--- config.mk ---
export PLATFORM = sky130hd
export DESIGN_NAME = fnv_hash_64_top
export DESIGN_NICKNAME = d
export VERILOG_FILES = /design/src/fnvh_pkg.sv /design/src/fnvh_datapath.sv /design/src/fnvh_ctrl.sv /design/src/fnv_hash_64_top.sv
export VERILOG_INCLUDE_DIRS = /design/src /design/src/src
export SDC_FILE = /design/constraint.sdc
export NUM_CORES = 1
export LEC_CHECK = 0
export BUFFER_PORTS_ARGS = -buffer_cell sky130_fd_sc_hd__buf_2
export CORE_ASPECT_RATIO = 1.25
export CORE_UTILIZATION = 55
export DETAILED_ROUTE_END_ITERATION = 7
export PLACE_DENSITY = 0.72
export REMOVE_ABC_BUFFERS = 1
export SLEW_MARGIN = 20
export SYNTH_ARGS = -nofsm -noshare
export SYNTH_HDL_FRONTEND = slang
export SYNTH_HIERARCHICAL = 1
export SYNTH_SLANG_ARGS = --single-unit
--- constraint.sdc ---
create_clock -name clk -period 8.1 [get_ports clk]
set_input_delay 1.62 -clock clk [delete_from_list [all_inputs] [get_ports clk]]
set_output_delay 1.62 -clock clk [all_outputs]
set_load 0.02 [all_outputs]
--- src/fnv_hash_64_top_macros.svh ---
// ----------------------------------------------------------------------------
// fnv_hash_64_top_macros
// Assertion macros shared by the hash block; empty when NO_ASSERTIONS is set.
// ----------------------------------------------------------------------------
`ifndef FNV_HASH_64_TOP_MACROS_SVH
`define FNV_HASH_64_TOP_MACROS_SVH

`ifndef NO_ASSERTIONS

// same-cycle implication, checked on clk and disabled during rst
`define FNVH_ASSERT_IMP(lbl, ant, cons, msg) \
  lbl: assert property (@(posedge clk) disable iff (rst) (ant) |-> (cons)) \
    else $error(msg);

// next-cycle implication, checked on clk and disabled during rst
`define FNVH_ASSERT_NEXT(lbl, ant, cons, msg) \
  lbl: assert property (@(posedge clk) disable iff (rst) (ant) |=> (cons)) \
    else $error(msg);

`else

`define FNVH_ASSERT_IMP(lbl, ant, cons, msg)
`define FNVH_ASSERT_NEXT(lbl, ant, cons, msg)

`endif

`endif

--- src/fnvh_pkg.sv ---
// ----------------------------------------------------------------------------
// fnvh_pkg
// Constants, command types and hash step functions for the 64-bit FNV block.
// ----------------------------------------------------------------------------
package fnvh_pkg;

  localparam logic [63:0] FNV_BASIS = 64'hcbf29ce484222325;

  localparam logic [1:0] MODE_FNV1  = 2'd0;
  localparam logic [1:0] MODE_FNV1A = 2'd1;
  localparam logic [1:0] MODE_EXT   = 2'd2;

  localparam logic [2:0] ROUND_LAST = 3'd7;

  // where the result of the hash step goes
  typedef enum logic [1:0] {
    DST_RUN   = 2'd0,
    DST_OUT   = 2'd1,
    DST_FIRST = 2'd2,
    DST_SWAP  = 2'd3
  } dst_t;

  typedef struct packed {
    logic       step_en;
    logic       alt;        // xor before multiply
    logic       sel_first;  // byte from first_hash instead of the input
    logic [2:0] idx;        // big-endian byte index into first_hash
    dst_t       dst;
  } cmd_t;

  // multiply by the prime 2^40 + 0x1b3 as shifts and adds
  function automatic logic [63:0] mul_prime(input logic [63:0] h);
    mul_prime = (h << 40) + (h << 8) + (h << 7) + (h << 5) + (h << 4) + (h << 1) + h;
  endfunction

  function automatic logic [63:0] fnv_step(input logic [63:0] h, input logic [7:0] b,
                                           input logic alt);
    if (alt) begin
      fnv_step = mul_prime(h ^ {56'd0, b});
    end else begin
      fnv_step = mul_prime(h) ^ {56'd0, b};
    end
  endfunction

  function automatic logic [63:0] bswap(input logic [63:0] v);
    for (int i = 0; i < 8; i++) begin
      bswap[i*8 +: 8] = v[(7-i)*8 +: 8];
    end
  endfunction

endpackage

--- src/fnvh_datapath.sv ---
// ----------------------------------------------------------------------------
// fnvh_datapath
// Hash registers, the shared FNV step unit and the result register.
// ----------------------------------------------------------------------------
module fnvh_datapath (
  input  logic          clk,
  input  logic          rst,
  input  fnvh_pkg::cmd_t cmd,
  input  logic [7:0]    data_byte,
  output logic [63:0]   digest
);
  import fnvh_pkg::*;

  logic [63:0] running_hash, running_next;
  logic [63:0] first_hash, first_next;
  logic [63:0] digest_q, digest_next;
  logic        digest_load;
  logic [7:0]  byte_sel;
  logic [63:0] step;

  // ~idx picks bytes from the most significant end
  assign byte_sel = cmd.sel_first ? first_hash[{~cmd.idx, 3'b000} +: 8] : data_byte;
  assign step     = fnv_step(running_hash, byte_sel, cmd.alt);

  always_comb begin
    running_next = running_hash;
    first_next   = first_hash;
    digest_next  = digest_q;
    digest_load  = 1'b0;
    if (cmd.step_en) begin
      case (cmd.dst)
        DST_RUN: begin
          running_next = step;
        end
        DST_OUT: begin
          digest_next  = step;
          digest_load  = 1'b1;
          running_next = FNV_BASIS;
        end
        DST_FIRST: begin
          first_next   = step;
          running_next = FNV_BASIS;
        end
        DST_SWAP: begin
          first_next   = first_hash ^ bswap(step);
          running_next = FNV_BASIS;
        end
        default: begin
          running_next = running_hash;
        end
      endcase
    end
  end

  always_ff @(posedge clk) begin
    if (rst) begin
      running_hash <= FNV_BASIS;
      first_hash   <= '0;
    end else begin
      running_hash <= running_next;
      first_hash   <= first_next;
    end
  end

  always_ff @(posedge clk) begin
    if (digest_load) begin
      digest_q <= digest_next;
    end
  end

  assign digest = digest_q;

endmodule

--- src/fnvh_ctrl.sv ---
// ----------------------------------------------------------------------------
// fnvh_ctrl
// Mode register, handshakes and the sequencer of the extended finish.
// ----------------------------------------------------------------------------
module fnvh_ctrl (
  input  logic           clk,
  input  logic           rst,
  input  logic           cfg_wr_en,
  input  logic [1:0]     cfg_wr_data,
  input  logic           in_valid,
  output logic           in_stall,
  input  logic           last_byte,
  output logic           out_valid,
  input  logic           out_stall,
  output fnvh_pkg::cmd_t cmd
);
  import fnvh_pkg::*;

  `include "fnv_hash_64_top_macros.svh"

  typedef enum logic [2:0] {
    ST_IDLE = 3'b001,
    ST_FIN1 = 3'b010,
    ST_FIN2 = 3'b100
  } state_t;

  state_t     state, state_next;
  logic [2:0] round_count, round_count_next;
  logic [1:0] hash_mode;
  logic       out_valid_next;
  logic       out_free;
  logic       accept;
  logic       ext;
  logic       load_out;

  assign ext      = (hash_mode == MODE_EXT);
  assign out_free = !out_valid || !out_stall;
  assign in_stall = (state != ST_IDLE) || !out_free;
  assign accept   = in_valid && !in_stall;

  always_comb begin
    state_next       = state;
    round_count_next = round_count;
    load_out         = 1'b0;
    cmd.step_en      = 1'b0;
    cmd.alt          = 1'b1;
    cmd.sel_first    = 1'b0;
    cmd.idx          = round_count;
    cmd.dst          = DST_RUN;
    case (state)
      ST_IDLE: begin
        cmd.step_en = accept;
        cmd.alt     = hash_mode[0];
        if (last_byte) begin
          cmd.dst = ext ? DST_FIRST : DST_OUT;
        end
        if (accept && last_byte) begin
          if (ext) begin
            state_next       = ST_FIN1;
            round_count_next = '0;
          end else begin
            load_out = 1'b1;
          end
        end
      end
      ST_FIN1: begin
        cmd.step_en      = 1'b1;
        cmd.sel_first    = 1'b1;
        round_count_next = round_count + 3'd1;
        if (round_count == ROUND_LAST) begin
          // last round of the first pass folds the swap into first_hash
          cmd.dst    = DST_SWAP;
          state_next = ST_FIN2;
        end
      end
      ST_FIN2: begin
        cmd.sel_first = 1'b1;
        if (round_count == ROUND_LAST) begin
          cmd.step_en = out_free;
          cmd.dst     = DST_OUT;
          if (out_free) begin
            load_out         = 1'b1;
            round_count_next = '0;
            state_next       = ST_IDLE;
          end
        end else begin
          cmd.step_en      = 1'b1;
          round_count_next = round_count + 3'd1;
        end
      end
      default: begin
        state_next = ST_IDLE;
      end
    endcase
  end

  assign out_valid_next = (out_valid && out_stall) || load_out;

  always_ff @(posedge clk) begin
    if (rst) begin
      state       <= ST_IDLE;
      round_count <= '0;
      out_valid   <= 1'b0;
      hash_mode   <= MODE_FNV1A;
    end else begin
      state       <= state_next;
      round_count <= round_count_next;
      out_valid   <= out_valid_next;
      if (cfg_wr_en) begin
        hash_mode <= cfg_wr_data;
      end
    end
  end

  `FNVH_ASSERT_NEXT(a_plain_last_out, accept && last_byte && !ext, out_valid,
                    "plain last byte did not produce a result")
  `FNVH_ASSERT_NEXT(a_ext_start, accept && last_byte && ext,
                    state == ST_FIN1 && round_count == 3'd0,
                    "extended finish did not start at round zero")
  `FNVH_ASSERT_NEXT(a_pass_change, state == ST_FIN1 && round_count == ROUND_LAST,
                    state == ST_FIN2 && round_count == 3'd0,
                    "first pass did not hand over to second pass")
  `FNVH_ASSERT_NEXT(a_ext_done, state == ST_FIN2 && round_count == ROUND_LAST && out_free,
                    out_valid && state == ST_IDLE,
                    "extended digest not delivered at end of second pass")

endmodule

--- src/fnv_hash_64_top.sv ---
// ----------------------------------------------------------------------------
// fnv_hash_64_top
// 64-bit FNV message hash with FNV-1, FNV-1a and extended digest modes.
// ----------------------------------------------------------------------------
// Message bytes enter on the input channel (in_valid, in_stall, data_byte,
// last_byte); one transfer per byte, last_byte set on the final byte.
// The digest leaves on the output channel (out_valid, out_stall, digest),
// one transfer per message.
// The user must write hash_mode through cfg_wr_en / cfg_wr_data only while
// the block is idle; the block does not enforce it. Values: 0 FNV-1,
// 1 FNV-1a (also for 3), 2 extended digest. One byte is taken per cycle
// while the input is not stalled; the prime multiply is combinational,
// done as shifts and adds in the step unit. In FNV-1 and FNV-1a modes the
// digest is valid in the cycle after the last byte transfer. In extended
// mode the step unit runs two passes of eight rounds over the hashed word,
// then registers the digest, and the input is stalled during those rounds.
// The result register lets the next message stream in while a digest
// waits; a byte stalls only on a stalled waiting digest or extended rounds.
// Synchronous reset returns the running hash to the offset basis, clears
// out_valid and sets the mode to FNV-1a.
// ----------------------------------------------------------------------------
module fnv_hash_64_top (
  input  logic        clk,
  input  logic        rst,
  input  logic        cfg_wr_en,
  input  logic [1:0]  cfg_wr_data,
  input  logic        in_valid,
  output logic        in_stall,
  input  logic [7:0]  data_byte,
  input  logic        last_byte,
  output logic        out_valid,
  input  logic        out_stall,
  output logic [63:0] digest
);
  import fnvh_pkg::*;

  cmd_t cmd;

  fnvh_ctrl u_ctrl (
    .clk         (clk),
    .rst         (rst),
    .cfg_wr_en   (cfg_wr_en),
    .cfg_wr_data (cfg_wr_data),
    .in_valid    (in_valid),
    .in_stall    (in_stall),
    .last_byte   (last_byte),
    .out_valid   (out_valid),
    .out_stall   (out_stall),
    .cmd         (cmd)
  );

  fnvh_datapath u_datapath (
    .clk       (clk),
    .rst       (rst),
    .cmd       (cmd),
    .data_byte (data_byte),
    .digest    (digest)
  );

endmodule

==> results of run 1 <==
layout by cell type, fill, tap and decap left out, drive strengths merged, types with 24 or more instances in the layout:
cell	instances
a21o	52
a21oi	181
a31oi	30
buf	192
clkbuf	29
dfxtp	137
edfxtp	64
fa	331
ha	167
inv	464
mux2i	24
nand2	203
nand3	62
nand4	35
nor2	151
nor2b	40
nor3	34
o21ai	117
o22ai	35
xnor2	67
xor2	42
flip-flops by register name, summed over array words and instances, names as in the netlist:
name and flops:
u_datapath/digest 64, u_datapath/first_hash 64, u_datapath/running_hash 64, u_ctrl/round_count 3
u_ctrl/state 3, u_ctrl/hash_mode 2, u_ctrl/out_valid 1
worst paths after layout:
kind	to	slack, ns	cells after the start
worst max-delay path	u_datapath/first_hash[4]	0.36	23
worst min-delay path	u_datapath/first_hash[43]	0.49	2
worst max register to register	u_datapath/first_hash[4]	0.36	23
worst min register to register	u_datapath/first_hash[43]	0.49	2
stage by stage:
step / area (µm²) / utilization [%] / worst slack [ns] / TNS, ns
6_report: 26400 / 61.1 / 0.356 / 0
3_3_place_gp: 25600 / 59.4 / -0.0151 / -0.0151
3_5_place_dp: 25600 / 59.4 / -0.0344 / -0.0449
4_1_cts: 26300 / 61.0 / 0.159 / 0
2_1_floorplan: 23600 / - / -1.48 / -94.74
5_1_grt: 26400 / 61.0 / 0.0122 / 0
per-layer routing:
layer,track usage [%],vias to the layer above
met2,64.5,1020
met5,0,-
met1,52.5,10500
met3,4.42,236
met4,24.5,0
li1,-,9170
cell usage after synthesis (all sizes together), types with 34 or more instances:
cell and count:
a21o 52, a21oi 181, clkbuf 99, dfxtp 137, edfxtp 64, fa 331
ha 167, inv 460, nand2 203, nand3 62, nand4 35, nor2 151
nor2b 40, nor3 34, o21ai 117, o22ai 35, xnor2 67, xor2 42
cell families after synthesis:
logic type	synth area share, %
adder cells (fa/ha/maj)	36.2
flip-flops	19.3
XOR/XNOR	3.96
buffers and inverters	9.22
AND/OR/NAND/NOR	12.6
multiplexers	2.58
AO/OA/AOI/OAI	16.1
cell type report:
cell class                      count  share of cell area [%]
Sequential cell                   201                    17.7
Multi-Input combinational cell   1884                    65.6
Tap cell                          565                    2.68
Antenna cell                        1                 0.00949
Inverter                          461                    6.56
Clock inverter                     11                   0.370
Clock buffer                       29                    2.31
Timing Repair Buffer              192                    4.76
worst register-to-register path, delay by kind of cell, from the launching register on:
kind                     cells  cell delay (ns)
adder cells (fa/ha/maj)      5             2.20
AND/OR/NAND/NOR              5             1.01
flip-flops                   1             0.49
multiplexers                 2             0.87
buffers and inverters        3             0.53
AO/OA/AOI/OAI                6             1.65
XOR/XNOR                     2             0.87
==> impl_metrics.env, run 1 <==
export IMPL_multi_input_area_um2=17300
export IMPL_ys_warn_count=6
export IMPL_yosysSeqAreaShare_pct=19.3
export IMPL_fillerInstances=3843
export IMPL_grt_first_pass_wirelength_mm=132
export IMPL_clock_sinks=201
export IMPL_wl_per_cell_um=26.3
export IMPL_ys_types=90
export IMPL_clk_latency_ns=0.56
export IMPL_status="finished clean"
export IMPL_cp_max_fo=11
export IMPL_num_rows=85
export IMPL_cp_slowest_cell="a2111oi_0"
export IMPL_cp_end_kind="flip-flop"
export IMPL_cp_arrival_ns=8.16
export IMPL_syn_area_per_cell_um2=9.05
export IMPL_tightest_slew_ns=1.28
export IMPL_synth_seq_cells=201
export IMPL_finalNetCount=3276
export IMPL_wl_met3_mm=6.38
export IMPL_path_class="flip-flop to flip-flop"
export IMPL_wl_met2_mm=41.0
export IMPL_ys_dominant_reg_cell="dfxtp_1"
export IMPL_cts_hold_fix_buffers=0
export IMPL_grt_antenna_before_repair=1
export IMPL_wl_met1_mm=34.2
export IMPL_die_h_um=236
export IMPL_relSlewSlack_pct=13.6
export IMPL_whs_ns=0.486
export IMPL_synthCells=2666
export IMPL_firstDrtPassIters=6
export IMPL_clock_skew_final_ns=0.0201
export IMPL_fin_crit_sh_pct=95.6
export IMPL_drc=0
export IMPL_maxCapViolCount=0
export IMPL_drive_gt1_share_pct=9.97
export IMPL_design_die_area_um2=44700
export IMPL_cp_num_buf_inv=3
export IMPL_maxSlewViolCount=0
export IMPL_hpwl_mm=70.8
export IMPL_clockRootBuffer="clkbuf_16"
export IMPL_cp_cell_sequence="buf_12 -> mux4_2 -> mux2i_1 -> nand2_1 -> o21ai_0 -> xnor2_1 -> inv_1 -> fa_1 -> fa_1 -> inv_1 -> fa_1 -> ha_1 -> ha_1 -> and4_1 -> nand4_1 -> a2111oi_0 -> nor3_2 -> o21ai_0 -> o311a_1 -> a21oi_1 -> xnor2_1 -> nand3b_1 -> a31oi_1"
export IMPL_cts_setup_buffers=0
export IMPL_worst_path_dominant_cell_family="adder cells"
export IMPL_hold_violations=0
export IMPL_gp_congestion=1.02
export IMPL_viasPerCell=6.26
export IMPL_cts_repair_resized=0
export IMPL_drtAntennaViolNets=0
export IMPL_r2r_start="u_ctrl/round_count[0]"
export IMPL_yosys_top_cells_area="fa_1 (27%), dfxtp_1 (11%), ha_1 (8.7%)"
export IMPL_synth_top_area_share_pct=27.5
export IMPL_dp_cells=3303
export IMPL_ff_latch_area_um2=4670
export IMPL_worstPathRequired_ns=8.52
export IMPL_gr_total_overflow=0
export IMPL_hold_path_class="flip-flop to flip-flop"
export IMPL_syn_area_um2=24100
export IMPL_fmax_mhz=129
export IMPL_clock_path_buffers=3
export IMPL_grt_start_max_net_pins=80
export IMPL_yosysTopAreaCell="fa_1"
export IMPL_synth_edf_count=64
export IMPL_vias=20900
export IMPL_cts_buffers=22
export IMPL_cp_common_cell="fa_1"
export IMPL_boundaryPins=82
export IMPL_ys_async_sr_fraction_pct=0
export IMPL_path_clk_slew_ns=0.07
export IMPL_die_width_um=189
export IMPL_routed_wl_mm=88.0
export IMPL_design_core_area_um2=43200
export IMPL_rsz0062_at_grt="false"
export IMPL_critPathLaunchType="flip-flop"
export IMPL_final_cells=3344
export IMPL_setup_viol=0
export IMPL_initial_utilization_pct=55.9
export IMPL_io_buffer_count=81
export IMPL_syn_to_final_growth_pct=9.24
export IMPL_period_minus_slack_ns=7.74
export IMPL_cts_tree="yes"
export IMPL_critPathMaxStageDelay_ns=0.85
export IMPL_hold_path_startpoint="u_datapath/first_hash[43]"
export IMPL_top_layer="met4"
export IMPL_crit_start="u_ctrl/round_count[0]"
export IMPL_grt_pass1_vias=21100
export IMPL_first_iter_violations=1757
export IMPL_cts_htree_levels=1
export IMPL_track_usage_pct=40.3
Power of run 1 is not shown: default switching activity piles up to over one toggle a cycle in this logic, so the estimate is an artifact.
==> inputs of run 2 (changes only) <==
--- a/config.mk
+++ b/config.mk
@@ -11,6 +11,7 @@
 export CORE_UTILIZATION = 55
 export DETAILED_ROUTE_END_ITERATION = 7
 export PLACE_DENSITY = 0.72
+export RECOVER_POWER = 50
 export REMOVE_ABC_BUFFERS = 1
 export SLEW_MARGIN = 20
 export SYNTH_ARGS = -nofsm -noshare
==> run 2 against run 1 <==
- the run now ends with capacitance limit, slew limit left
- via count barely moved
- worst hold slack improved by 0.00098 ns
- critical path depth did not move
- flip-flop and latch count did not move
- first-iteration DRC count rose by 3.9%
- core utilization fell by 0.30 points
- maximum frequency fell by 0.68%
- setup slack got worse by 0.053 ns
- cell area fell by 0.48%
- non-clock buffer count did not move
- die area did not move
- critical endpoint unchanged
==> impl_metrics.env, run 2 (synthesized netlist as in run 1, its figures left out) <==
export IMPL_clock_path_buffers=3
export IMPL_drc=0
export IMPL_mostFrequentLayoutCell="inv_1"
export IMPL_setup_viol=0
export IMPL_path_class="flip-flop to flip-flop"
export IMPL_firstDrtPassIters=6
export IMPL_maxSlewViolCount=104
export IMPL_rsz0062_at_grt="false"
export IMPL_num_rows=85
export IMPL_grt_start_max_net_pins=80
export IMPL_hold_path_class="flip-flop to flip-flop"
export IMPL_mostFrequentLayoutCells="inv_1 (460), fa_1 (331), nand2_1 (200), a21oi_1 (181), ha_1 (167)"
export IMPL_clockRootBuffer="clkbuf_16"
export IMPL_cts_buffers=22
export IMPL_worstPathRequired_ns=8.51
export IMPL_die_width_um=189
export IMPL_first_iter_violations=1826
export IMPL_final_cell_area_um2=26200
export IMPL_grt_first_pass_wirelength_mm=132
export IMPL_initial_utilization_pct=55.9
export IMPL_clock_sinks=201
export IMPL_track_usage_pct=40.3
export IMPL_cp_max_fo=11
export IMPL_routed_wl_mm=88.2
export IMPL_cts_setup_buffers=0
export IMPL_drtAntennaViolNets=0
export IMPL_gr_total_overflow=0
export IMPL_cp_common_cell="fa_1"
export IMPL_viasPerCell=6.26
export IMPL_tightest_slew_ns=3.09
export IMPL_cp_slowest_cell="a2111oi_0"
export IMPL_die_h_um=236
export IMPL_maxCapViolCount=3
export IMPL_critPathMaxStageDelay_ns=0.86
export IMPL_status="finished, violations left"
export IMPL_cp_cell_sequence="buf_12 -> mux4_2 -> mux2i_1 -> nand2_1 -> o21ai_0 -> xnor2_1 -> inv_1 -> fa_1 -> fa_1 -> inv_1 -> fa_1 -> ha_1 -> ha_1 -> and4_1 -> nand4_1 -> a2111oi_0 -> nor3_2 -> o21ai_0 -> o311a_1 -> a21oi_1 -> xnor2_1 -> nand3b_1 -> a31oi_1"
export IMPL_vias=20900
export IMPL_critPathLaunchType="flip-flop"
export IMPL_fmax_mhz=128
export IMPL_grt_pass1_vias=21100
export IMPL_boundaryPins=82
export IMPL_placed_cell_area_um2=25600
export IMPL_io_buffer_count=81
export IMPL_gp_congestion=1.02
export IMPL_design_core_area_um2=43200
export IMPL_finalNetCount=3276
export IMPL_period_minus_slack_ns=7.80
export IMPL_cts_tree="yes"
export IMPL_relSlewSlack_pct=-106
export IMPL_hpwl_mm=70.8
export IMPL_wl_per_cell_um=26.4
export IMPL_clk_latency_ns=0.56
export IMPL_fillerInstances=3871
export IMPL_grt_antenna_before_repair=1
export IMPL_drive_gt1_share_pct=7.16
export IMPL_clock_skew_final_ns=0.0190
export IMPL_fin_crit_sh_pct=96.3
export IMPL_syn_to_final_growth_pct=8.72
export IMPL_hold_violations=0
export IMPL_violations="capacitance limit, slew limit"
export IMPL_cp_end_kind="flip-flop"
export IMPL_cts_htree_levels=1
export IMPL_path_clk_slew_ns=0.06
export IMPL_design_die_area_um2=44700
export IMPL_cp_arrival_ns=8.21
[run 2: per-stage QoR]
step	util, %	setup slack (ns)	setup TNS, ns	instances	hold WS, ns
floorplan	-	-1.48	-94.74	2546	0.440
global placement	59.4	-0.0151	-0.0151	3302	0.457
detailed placement	59.4	-0.0344	-0.0449	3303	0.481
CTS	61.0	0.159	0	3343	0.489
global route	60.8	0.0122	0	3343	0.514
finish	60.8	0.302	0	3344	0.487
[run 2: layer usage]
metal  GRT usage, %  wire length [µm]  share of wire [%]
met5              0                 0                  0
met3           4.42              6580                7.5
met2           64.5             40900                 46
met1           52.5             34200                 39
met4           24.5              6560                7.4
[run 2: critical path, delay by kind of cell, from the launching register on]
kind	cells	cell delay [ns]
fa+ha+maj	5	2.20
mux	2	0.90
buf+inv	3	0.53
compound gates	6	1.64
simple gates	5	1.02
flops	1	0.50
xor+xnor	2	0.86
[run 2: cell type report]
type,count,area [µm²],share of cell area (%)
Antenna cell,1,2.50,0.00954
Clock buffer,29,608,2.32
Clock inverter,11,97.6,0.372
Timing Repair Buffer,192,1140,4.35
Tap cell,565,707,2.69
Multi-Input combinational cell,1884,17300,65.9
Sequential cell,201,4670,17.8
Inverter,461,1730,6.60
[run 2: worst paths after layout]
check,start,to,slack (ns),cells past startpoint
worst min-delay path,u_datapath/first_hash[43],u_datapath/first_hash[43],0.49,2
worst min register to register,u_datapath/first_hash[43],u_datapath/first_hash[43],0.49,2
worst max register to register,u_ctrl/round_count[0],u_datapath/first_hash[4],0.30,23
worst max-delay path,u_ctrl/round_count[0],u_datapath/first_hash[4],0.30,23
[run 2: what timing repair did]
item / CTS / global route
endpoints found under the setup margin: 0 / 50
gates resized for setup: 0 / 7
hold buffers: 0 / 0
Power of run 2 is left out for the same reason.
